File: src/hdl/sbfr_pkg.sv
// Shared constants and types for the SBUS frame receiver.
// Used by the channel interfaces and every module of the block; depends on nothing.
package sbfr_pkg;

  localparam int FRAME_LEN    = 25;
  localparam int POS_W        = $clog2(FRAME_LEN);
  localparam int BYTE_W       = 8;
  localparam int CHAN_W       = 11;
  localparam int FAILSAFE_IDX = 3;
  localparam int FLAGS_POS    = FRAME_LEN - 2;
  localparam int END_POS      = FRAME_LEN - 1;

  localparam logic [BYTE_W-1:0] START_BYTE = 8'h0F;
  localparam logic [BYTE_W-1:0] END_BYTE   = 8'h00;

  // Decoupling queue between the framer and the decoder
  localparam int QUEUE_DEPTH = 2;
  localparam int QPTR_W      = (QUEUE_DEPTH > 1) ? $clog2(QUEUE_DEPTH) : 1;
  localparam int QCNT_W      = $clog2(QUEUE_DEPTH + 1);

  typedef logic [BYTE_W-1:0] byte_t;
  typedef logic [POS_W-1:0]  pos_t;
  typedef logic [CHAN_W-1:0] chan_t;

  // One framed byte with its place in the frame
  typedef struct packed {
    byte_t data;
    pos_t  pos;
  } qentry_t;

endpackage

File: src/hdl/sbfr_channels.sv
// Handshake channel interfaces for the SBUS frame receiver.
// Depends on sbfr_pkg for field widths.
interface sbfr_in_if;
  logic               valid;
  logic               ready;
  sbfr_pkg::byte_t    rx_byte;

  modport source (output valid, output rx_byte, input ready);
  modport sink   (input valid, input rx_byte, output ready);
endinterface

interface sbfr_out_if;
  logic               valid;
  logic               ready;
  sbfr_pkg::chan_t    chan_zero;
  sbfr_pkg::chan_t    chan_one;
  sbfr_pkg::chan_t    chan_two;
  sbfr_pkg::chan_t    chan_three;
  sbfr_pkg::chan_t    chan_four;
  logic               link_good;

  modport source (output valid, output chan_zero, output chan_one, output chan_two,
                  output chan_three, output chan_four, output link_good, input ready);
  modport sink   (input valid, input chan_zero, input chan_one, input chan_two,
                  input chan_three, input chan_four, input link_good, output ready);
endinterface

File: src/hdl/sbfr_framer.sv
// Front end: accepts received bytes, hunts for the start byte and tags each
// framed byte with its position. Depends on sbfr_pkg and sbfr_in_if.
module sbfr_framer (
  input  logic                clk,
  input  logic                rst_n,
  sbfr_in_if.sink             in_bus,
  output logic                push_valid,
  input  logic                push_ready,
  output sbfr_pkg::qentry_t   push_data
);

  sbfr_pkg::pos_t pos_r, pos_nxt;
  logic           take;
  logic           hunting;

  assign hunting      = (pos_r == '0);
  assign in_bus.ready = push_ready;
  assign take         = in_bus.valid && push_ready;

  // Drop anything but the start byte while hunting
  assign push_valid     = in_bus.valid && !(hunting && in_bus.rx_byte != sbfr_pkg::START_BYTE);
  assign push_data.data = in_bus.rx_byte;
  assign push_data.pos  = pos_r;

  always_comb begin
    pos_nxt = pos_r;
    if (take && push_valid) begin
      if (pos_r == sbfr_pkg::POS_W'(sbfr_pkg::END_POS)) begin
        pos_nxt = '0;
      end else begin
        pos_nxt = pos_r + 1'b1;
      end
    end
  end

  always_ff @(posedge clk) begin
    if (!rst_n) begin
      pos_r <= '0;
    end else begin
      pos_r <= pos_nxt;
    end
  end

endmodule

File: src/hdl/sbfr_queue.sv
// Short FIFO that decouples the framer from the decoder.
// Depends on sbfr_pkg.
module sbfr_queue (
  input  logic                clk,
  input  logic                rst_n,
  input  logic                push_valid,
  output logic                push_ready,
  input  sbfr_pkg::qentry_t   push_data,
  output logic                pop_valid,
  input  logic                pop_ready,
  output sbfr_pkg::qentry_t   pop_data
);

  sbfr_pkg::qentry_t           slot_r [sbfr_pkg::QUEUE_DEPTH];
  logic [sbfr_pkg::QPTR_W-1:0] wr_ptr_r, wr_ptr_nxt;
  logic [sbfr_pkg::QPTR_W-1:0] rd_ptr_r, rd_ptr_nxt;
  logic [sbfr_pkg::QCNT_W-1:0] count_r, count_nxt;
  logic                        do_push, do_pop;

  assign push_ready = (count_r != sbfr_pkg::QCNT_W'(sbfr_pkg::QUEUE_DEPTH));
  assign pop_valid  = (count_r != '0);
  assign pop_data   = slot_r[rd_ptr_r];
  assign do_push    = push_valid && push_ready;
  assign do_pop     = pop_valid && pop_ready;

  always_comb begin
    wr_ptr_nxt = wr_ptr_r;
    rd_ptr_nxt = rd_ptr_r;
    count_nxt  = count_r;
    if (do_push) begin
      wr_ptr_nxt = (wr_ptr_r == sbfr_pkg::QPTR_W'(sbfr_pkg::QUEUE_DEPTH - 1)) ?
                   '0 : wr_ptr_r + 1'b1;
    end
    if (do_pop) begin
      rd_ptr_nxt = (rd_ptr_r == sbfr_pkg::QPTR_W'(sbfr_pkg::QUEUE_DEPTH - 1)) ?
                   '0 : rd_ptr_r + 1'b1;
    end
    if (do_push && !do_pop) begin
      count_nxt = count_r + 1'b1;
    end else if (do_pop && !do_push) begin
      count_nxt = count_r - 1'b1;
    end
  end

  always_ff @(posedge clk) begin
    if (!rst_n) begin
      wr_ptr_r <= '0;
      rd_ptr_r <= '0;
      count_r  <= '0;
    end else begin
      wr_ptr_r <= wr_ptr_nxt;
      rd_ptr_r <= rd_ptr_nxt;
      count_r  <= count_nxt;
    end
  end

  always_ff @(posedge clk) begin
    if (do_push) begin
      slot_r[wr_ptr_r] <= push_data;
    end
  end

endmodule

File: src/hdl/sbfr_decoder.sv
// Back end: keeps the frame bytes that carry channels 0..4 and the flags,
// checks the end byte and unpacks the channels into the output register.
// Depends on sbfr_pkg and sbfr_out_if.
module sbfr_decoder (
  input  logic                clk,
  input  logic                rst_n,
  input  logic                pop_valid,
  output logic                pop_ready,
  input  sbfr_pkg::qentry_t   pop_data,
  sbfr_out_if.source          out_bus
);

  localparam int FIRST_CH_BYTE = 1;
  localparam int LAST_CH_BYTE  = 7;

  sbfr_pkg::byte_t ch_byte_r [FIRST_CH_BYTE:LAST_CH_BYTE];
  sbfr_pkg::byte_t flags_r;
  logic            out_valid_r, out_valid_nxt;
  sbfr_pkg::chan_t chan_r [5];
  logic            link_good_r;
  logic            do_pop;
  logic            frame_ok;

  // Hold a finished frame until the sink takes it
  assign pop_ready = !out_valid_r || out_bus.ready;
  assign do_pop    = pop_valid && pop_ready;
  assign frame_ok  = do_pop && (pop_data.pos == sbfr_pkg::POS_W'(sbfr_pkg::END_POS)) &&
                     (pop_data.data == sbfr_pkg::END_BYTE);

  always_comb begin
    out_valid_nxt = out_valid_r;
    if (out_valid_r && out_bus.ready) begin
      out_valid_nxt = 1'b0;
    end
    if (frame_ok) begin
      out_valid_nxt = 1'b1;
    end
  end

  always_ff @(posedge clk) begin
    if (!rst_n) begin
      out_valid_r <= 1'b0;
    end else begin
      out_valid_r <= out_valid_nxt;
    end
  end

  always_ff @(posedge clk) begin
    for (int i = FIRST_CH_BYTE; i <= LAST_CH_BYTE; i++) begin
      if (do_pop && pop_data.pos == sbfr_pkg::POS_W'(i)) begin
        ch_byte_r[i] <= pop_data.data;
      end
    end
    if (do_pop && pop_data.pos == sbfr_pkg::POS_W'(sbfr_pkg::FLAGS_POS)) begin
      flags_r <= pop_data.data;
    end
  end

  // 11-bit little-endian fields packed across bytes 1..7
  always_ff @(posedge clk) begin
    if (frame_ok) begin
      chan_r[0]   <= {ch_byte_r[2][2:0], ch_byte_r[1]};
      chan_r[1]   <= {ch_byte_r[3][5:0], ch_byte_r[2][7:3]};
      chan_r[2]   <= {ch_byte_r[5][0], ch_byte_r[4], ch_byte_r[3][7:6]};
      chan_r[3]   <= {ch_byte_r[6][3:0], ch_byte_r[5][7:1]};
      chan_r[4]   <= {ch_byte_r[7][6:0], ch_byte_r[6][7:4]};
      link_good_r <= !flags_r[sbfr_pkg::FAILSAFE_IDX];
    end
  end

  assign out_bus.valid      = out_valid_r;
  assign out_bus.chan_zero  = chan_r[0];
  assign out_bus.chan_one   = chan_r[1];
  assign out_bus.chan_two   = chan_r[2];
  assign out_bus.chan_three = chan_r[3];
  assign out_bus.chan_four  = chan_r[4];
  assign out_bus.link_good  = link_good_r;

endmodule

File: src/hdl/sbus_frame_receiver.sv
// Top level of the SBUS frame receiver: framer, decoupling queue and decoder.
// Depends on sbfr_pkg, sbfr_channels.sv, sbfr_framer, sbfr_queue and sbfr_decoder.

// The receiver takes one serial byte per transaction on in_bus and accepts a
// byte every clock cycle for as long as the result side keeps up. While idle
// it drops every byte other than the 0x0F start byte; from the start byte on
// it counts 25 bytes as one frame (a 0x0F inside a frame is plain data, with no
// resync). A frame whose last byte is not 0x00 is dropped silently. A good
// frame gives one transaction on out_bus carrying the raw 11-bit values of
// channels 0 to 4 (unpacked little-endian from bytes 1 to 7) and link_good,
// which is low when the failsafe bit (bit 3 of byte 23) is set. The frame's
// last byte passes through the two-entry queue, and the decoder then registers
// the result and raises out_bus.valid. While a result waits on out_bus the
// decoder takes no more bytes; the queue fills up to its two entries (in
// steady back-to-back traffic it already holds one) and then in_bus.ready drops.
module sbus_frame_receiver (
  input  logic        clk,
  input  logic        rst_n,
  sbfr_in_if.sink     in_bus,
  sbfr_out_if.source  out_bus
);

  logic              push_valid;
  logic              push_ready;
  sbfr_pkg::qentry_t push_data;
  logic              pop_valid;
  logic              pop_ready;
  sbfr_pkg::qentry_t pop_data;

  // Hunt for the start byte and tag framed bytes with their position
  sbfr_framer u_framer (
    .clk        (clk),
    .rst_n      (rst_n),
    .in_bus     (in_bus),
    .push_valid (push_valid),
    .push_ready (push_ready),
    .push_data  (push_data)
  );

  // Decouple the framer from a stalled result side
  sbfr_queue u_queue (
    .clk        (clk),
    .rst_n      (rst_n),
    .push_valid (push_valid),
    .push_ready (push_ready),
    .push_data  (push_data),
    .pop_valid  (pop_valid),
    .pop_ready  (pop_ready),
    .pop_data   (pop_data)
  );

  // Keep the channel and flag bytes, check the end byte, unpack the channels
  sbfr_decoder u_decoder (
    .clk        (clk),
    .rst_n      (rst_n),
    .pop_valid  (pop_valid),
    .pop_ready  (pop_ready),
    .pop_data   (pop_data),
    .out_bus    (out_bus)
  );

endmodule

File: src/flat_wrapper.sv
// flat-port wrapper written by rule: the top's interface ports become plain ports
module sbus_frame_receiver_flat 
  (clk, rst_n, in_bus_valid, in_bus_rx_byte, in_bus_ready, out_bus_valid, out_bus_chan_zero, out_bus_chan_one, out_bus_chan_two, out_bus_chan_three, out_bus_chan_four, out_bus_link_good, out_bus_ready);
  sbfr_in_if in_bus_i ();
  sbfr_out_if out_bus_i ();
  input  logic clk;
  input  logic rst_n;
  input wire logic [$bits(in_bus_i.valid)-1:0] in_bus_valid;
  input wire logic [$bits(in_bus_i.rx_byte)-1:0] in_bus_rx_byte;
  output wire logic [$bits(in_bus_i.ready)-1:0] in_bus_ready;
  output wire logic [$bits(out_bus_i.valid)-1:0] out_bus_valid;
  output wire logic [$bits(out_bus_i.chan_zero)-1:0] out_bus_chan_zero;
  output wire logic [$bits(out_bus_i.chan_one)-1:0] out_bus_chan_one;
  output wire logic [$bits(out_bus_i.chan_two)-1:0] out_bus_chan_two;
  output wire logic [$bits(out_bus_i.chan_three)-1:0] out_bus_chan_three;
  output wire logic [$bits(out_bus_i.chan_four)-1:0] out_bus_chan_four;
  output wire logic [$bits(out_bus_i.link_good)-1:0] out_bus_link_good;
  input wire logic [$bits(out_bus_i.ready)-1:0] out_bus_ready;
  assign in_bus_i.valid = in_bus_valid;
  assign in_bus_i.rx_byte = in_bus_rx_byte;
  assign in_bus_ready = in_bus_i.ready;
  assign out_bus_valid = out_bus_i.valid;
  assign out_bus_chan_zero = out_bus_i.chan_zero;
  assign out_bus_chan_one = out_bus_i.chan_one;
  assign out_bus_chan_two = out_bus_i.chan_two;
  assign out_bus_chan_three = out_bus_i.chan_three;
  assign out_bus_chan_four = out_bus_i.chan_four;
  assign out_bus_link_good = out_bus_i.link_good;
  assign out_bus_i.ready = out_bus_ready;
  sbus_frame_receiver u_core (.clk(clk), .rst_n(rst_n), .in_bus(in_bus_i), .out_bus(out_bus_i));
endmodule
File: config.mk
export PLATFORM = sky130hd
export DESIGN_NAME = sbus_frame_receiver_flat
export DESIGN_NICKNAME = d
export VERILOG_FILES = /design/src/hdl/sbfr_pkg.sv /design/src/hdl/sbfr_channels.sv /design/src/hdl/sbfr_framer.sv /design/src/hdl/sbfr_queue.sv /design/src/hdl/sbfr_decoder.sv /design/src/hdl/sbus_frame_receiver.sv /design/src/flat_wrapper.sv
export SDC_FILE = /design/constraint.sdc
export NUM_CORES = 1
export LEC_CHECK = 0
export BUFFER_PORTS_ARGS = -buffer_cell sky130_fd_sc_hd__buf_2
export CAP_MARGIN = 20
export CORE_MARGIN = 3
export CORE_UTILIZATION = 50
export CTS_CLUSTER_DIAMETER = 80
export DETAILED_ROUTE_END_ITERATION = 10
export PLACE_DENSITY = 0.72
export RECOVER_POWER = 25
export SYNTH_ARGS = -nofsm -noshare
export SYNTH_HDL_FRONTEND = slang
export SYNTH_SLANG_ARGS = --single-unit
File: constraint.sdc
create_clock -name clk -period 14.5 [get_ports clk]
set_input_delay 1.45 -clock clk [delete_from_list [all_inputs] [get_ports clk]]
set_output_delay 1.45 -clock clk [all_outputs]
set_load 0.01 [all_outputs]
==> summary by stage <==
Status
The run finished with clean final reports.

Yosys
Counting flops with a built-in enable in the synthesized netlist gives 138. Sorting the synthesized cells by area gives the leading types as sky130_fd_sc_hd__edfxtp_1 (82%), sky130_fd_sc_hd__dfxtp_1 (4.4%), sky130_fd_sc_hd__mux2_2 (1.8%). The biggest area consumer among synthesized cells is sky130_fd_sc_hd__edfxtp_1.

The post-synthesis sequential area ratio is 86.7%. Counting flops and latches in the post-synthesis netlist gives 149. The synthesis warning total is 0. After synthesis, the mean cell area works out to 20.0 um^2. The gate count after technology mapping is 252. The share of flip-flops with an asynchronous set or reset after synthesis is 0%.

The area share of the largest cell type after synthesis is 82.4%. The most instantiated flip-flop cell in the synthesis netlist is sky130_fd_sc_hd__edfxtp_1. The net count after synthesis is 267. The cell area that synthesis handed to floorplanning was 0.00503 mm^2. The count of distinct cell types in the synthesized netlist is 36.

Placement
The number of input and output port buffers inserted is between 60 and 70. The detailed placer's ending HPWL is 5750 um. The routability-driven placement congestion ratio is slightly above 0.8.

Timing
The final count of negative-setup-slack endpoints is 0. The final number of hold-violating endpoints came to 0. For the final database, setup skew stands at 0.0146 ns. The max-slew violation total from the final report is 0. The final period utilization is 21.3%. The transition at the pin with the smallest max-transition slack is just under 0.8 ns.

The setup TNS is 0 ns. Setup repair after global routing left no endpoint under its margin. The fmax is roughly 320 MHz. Headroom to the max-slew limit came out at a little under half.

After layout, the minimum clock period comes to about 3.1 ns.

Critical path
The family with the most delay on the worst path is flip-flops. The critical path is of the reg2reg type. The critical-path maximum fanout is 53. The buffering stage count on the worst path with inverters included is 1.

The worst setup slack for register-to-register paths is between 10 and 15 ns. The signal on the critical path passes through mux2i_1 > or3_1 > a2111oi_2 > buf_4. The endpoint arrival time on the critical path is around 3.2 ns. On the critical path, the stage with the largest delay is an instance of sky130_fd_sc_hd__dfxtp_1. STA puts the critical path data required time at ~15 ns. On the worst path, the slowest cell contributes a delay of 0.84 ns. The worst setup path is captured at a flip-flop.

The critical path startpoint category is a flip-flop.

Clock tree
CTS placed an instance of sky130_fd_sc_hd__clkbuf_8 at the clock tree root. Clock-pin slew was measured on the worst setup and hold paths at roughly 0.06 ns. The number of buffers inserted by hold repair at cts is 0. In this run the number of H-tree levels came out at 4. TritonCTS built the clock tree.

The later pin in the worst-skew pair is clocked with a latency of 0.52 ns. The buffers inserted during post-CTS setup optimization is 0. The number of clock sinks seen by CTS is 149. The number of cells upsized or downsized after cts is 0.

No sink is reached through more buffers than the 2 on the longest clock path. TritonCTS created 17 clock buffers.

Floorplanning
The number of top-level design ports is 70. The region available for standard cell placement spans 0.00950 mm^2. In this run the vertical extent of the chip is 106 um. The total number of placement rows is 35. The die outline area is about 0.011 mm^2. The horizontal die dimension is 106 um. Once the floorplan was initialized, standard cells occupied 52.9% of the core.

Drt
The count of nets left with antenna violations once routing finished came out at 0. After detailed routing, the total wire length is between 8000 and 9000 um. The number of remaining DRC errors is 0. The number of DRC violations after detailed-routing iteration 0 is 148. The number of optimization iterations in the first detailed-route pass is 4. In the final routed layout, each cell accounts on average for about 18 um. Using the TritonRoute via totals, the vias-per-cell ratio works out to 5.15. Across all layers, the routed design uses ~2500 vias.

Layout
The core utilization of the finished layout is 64.1%. The layout has ~650 filler cells. The library cells used most frequently in the layout, excluding fill and tap cells, are sky130_fd_sc_hd__edfxtp_1 (138), sky130_fd_sc_hd__buf_2 (61), sky130_fd_sc_hd__nor2_1 (16), sky130_fd_sc_hd__clkbuf_16 (16), sky130_fd_sc_hd__dfxtp_1 (11). The share of post-route cells with drive strength above 1 is 29.2%.

The net count of the finished layout is roughly 360. The most common library cell in the layout ignoring fill and taps is sky130_fd_sc_hd__edfxtp_1. The storage element area is 0.00436 mm^2.

The area of combinational cells with multiple inputs is about 630 um^2. The count of antenna diodes in the layout is 0. The synthesis-to-finish area growth is 21.0%.

Power
In this run the static leakage power is 2.09 nW. Across the VDD grid, the largest voltage drop is 0.104 mV. Dividing total power by cell area gives a power density of roughly 150 mW/mm^2.

GRT
The pin count of the biggest net entering global routing is 54. The initial antenna violation count is 0. For this run, the total global-route usage over all layers was measured as 16.3%. The first global-routing pass estimated 13500 um of wire. The number of global-route vias before repair is 2453. Global routing finished with a remaining overflow of 0.

Run
Across the run, the number of max-cap violations was 0.

Min path
The worst hold path belongs to the class reg2reg.
## metal layers
layer	part of all wire, %	GRT usage, %	vias up
li1	-	-	1159
met1	43	21.0	1222
met2	50	25.3	94
met3	6.2	6.62	8
met4	0.83	5.55	0
met5	0	0	-
## worst paths after layout
| check | startpoint | cells after the start | end |
|---|---|---|---|
| worst max-delay path | flip-flop | 4 | u_core.u_decoder.chan_r[0][31]$_DFFE_PP_ |
| worst min-delay path | u_core.u_decoder.ch_byte_r[0][59]$_DFFE_PP_ | 0 | u_core.u_decoder.chan_r[0][51]$_DFFE_PP_ |
| worst max register to register | flip-flop | 4 | u_core.u_decoder.chan_r[0][31]$_DFFE_PP_ |
| worst min register to register | u_core.u_decoder.ch_byte_r[0][59]$_DFFE_PP_ | 0 | u_core.u_decoder.chan_r[0][51]$_DFFE_PP_ |
## worst register-to-register path: stages (launching register included)
cell,delay (ns)
sky130_fd_sc_hd__dfxtp_1,0.84
sky130_fd_sc_hd__mux2i_1,0.31
sky130_fd_sc_hd__or3_1,0.38
sky130_fd_sc_hd__a2111oi_2,0.50
sky130_fd_sc_hd__buf_4,0.64
## flip-flops by register name, summed over array words and instances, names as in the netlist, named ones only
register / flops
u_core.u_framer.pos_r: 5
u_core.u_queue.count_r: 2
u_core.u_decoder.chan_r: 55
u_core.u_decoder.flags_r: 1
u_core.u_decoder.out_bus.link_good: 1
u_core.u_decoder.out_bus.valid: 1
u_core.u_queue.slot_r: 26
u_core.u_queue.wr_ptr_r: 1
u_core.u_decoder.ch_byte_r: 55
u_core.u_queue.rd_ptr_r: 1
## cell usage after synthesis, types with 4 or more instances
library cell               instances
sky130_fd_sc_hd__o21ai_0           6
sky130_fd_sc_hd__edfxtp_1        138
sky130_fd_sc_hd__inv_1             8
sky130_fd_sc_hd__nor2_1           16
sky130_fd_sc_hd__a21oi_1           5
sky130_fd_sc_hd__mux2_2            8
sky130_fd_sc_hd__nand2_1           5
sky130_fd_sc_hd__nor4b_1           4
sky130_fd_sc_hd__nor2b_1           4
sky130_fd_sc_hd__dfxtp_1          11
sky130_fd_sc_hd__nand3_1           7
## power breakdown
group	switching [W]	internal (W)	leakage [nW]	total [W]
Sequential	0.00000860	0.000478	1.35	0.000487
Combinational	0.0000284	0.0000171	0.477	0.0000454
Clock	0.000167	0.000228	0.264	0.000394
Total	0.000204	0.000723	2.09	0.000926
## stage by stage
step	hold WS (ns)	worst slack [ns]	power [W]	instances	cell area (um^2)
2_1_floorplan	0.400	3.04	0.000527	252	5030
3_3_place_gp	0.400	11.04	0.000539	450	5550
3_5_place_dp	0.405	10.96	0.000542	450	5550
4_1_cts	0.419	11.43	0.000933	482	6100
5_1_grt	0.423	11.20	0.000964	482	6090
6_report	0.418	11.41	0.000926	482	6090
## cell families after synthesis
kind of cell / share of synthesized area, %
mux: 2.19
simple gates: 5.87
xor+xnor: 0.696
compound gates: 2.98
fa+ha+maj: 0.746
buf+inv: 0.771
flops: 86.7
## cell type report
class | instances | area share [%]
Clock buffer | 17 | 6.80
Multi-Input combinational cell | 93 | 10.4
Sequential cell | 149 | 71.7
Inverter | 8 | 0.493
Tap cell | 129 | 2.65
Timing Repair Buffer | 71 | 5.76
Clock inverter | 15 | 2.18
Power figures use the tool's default switching activity.
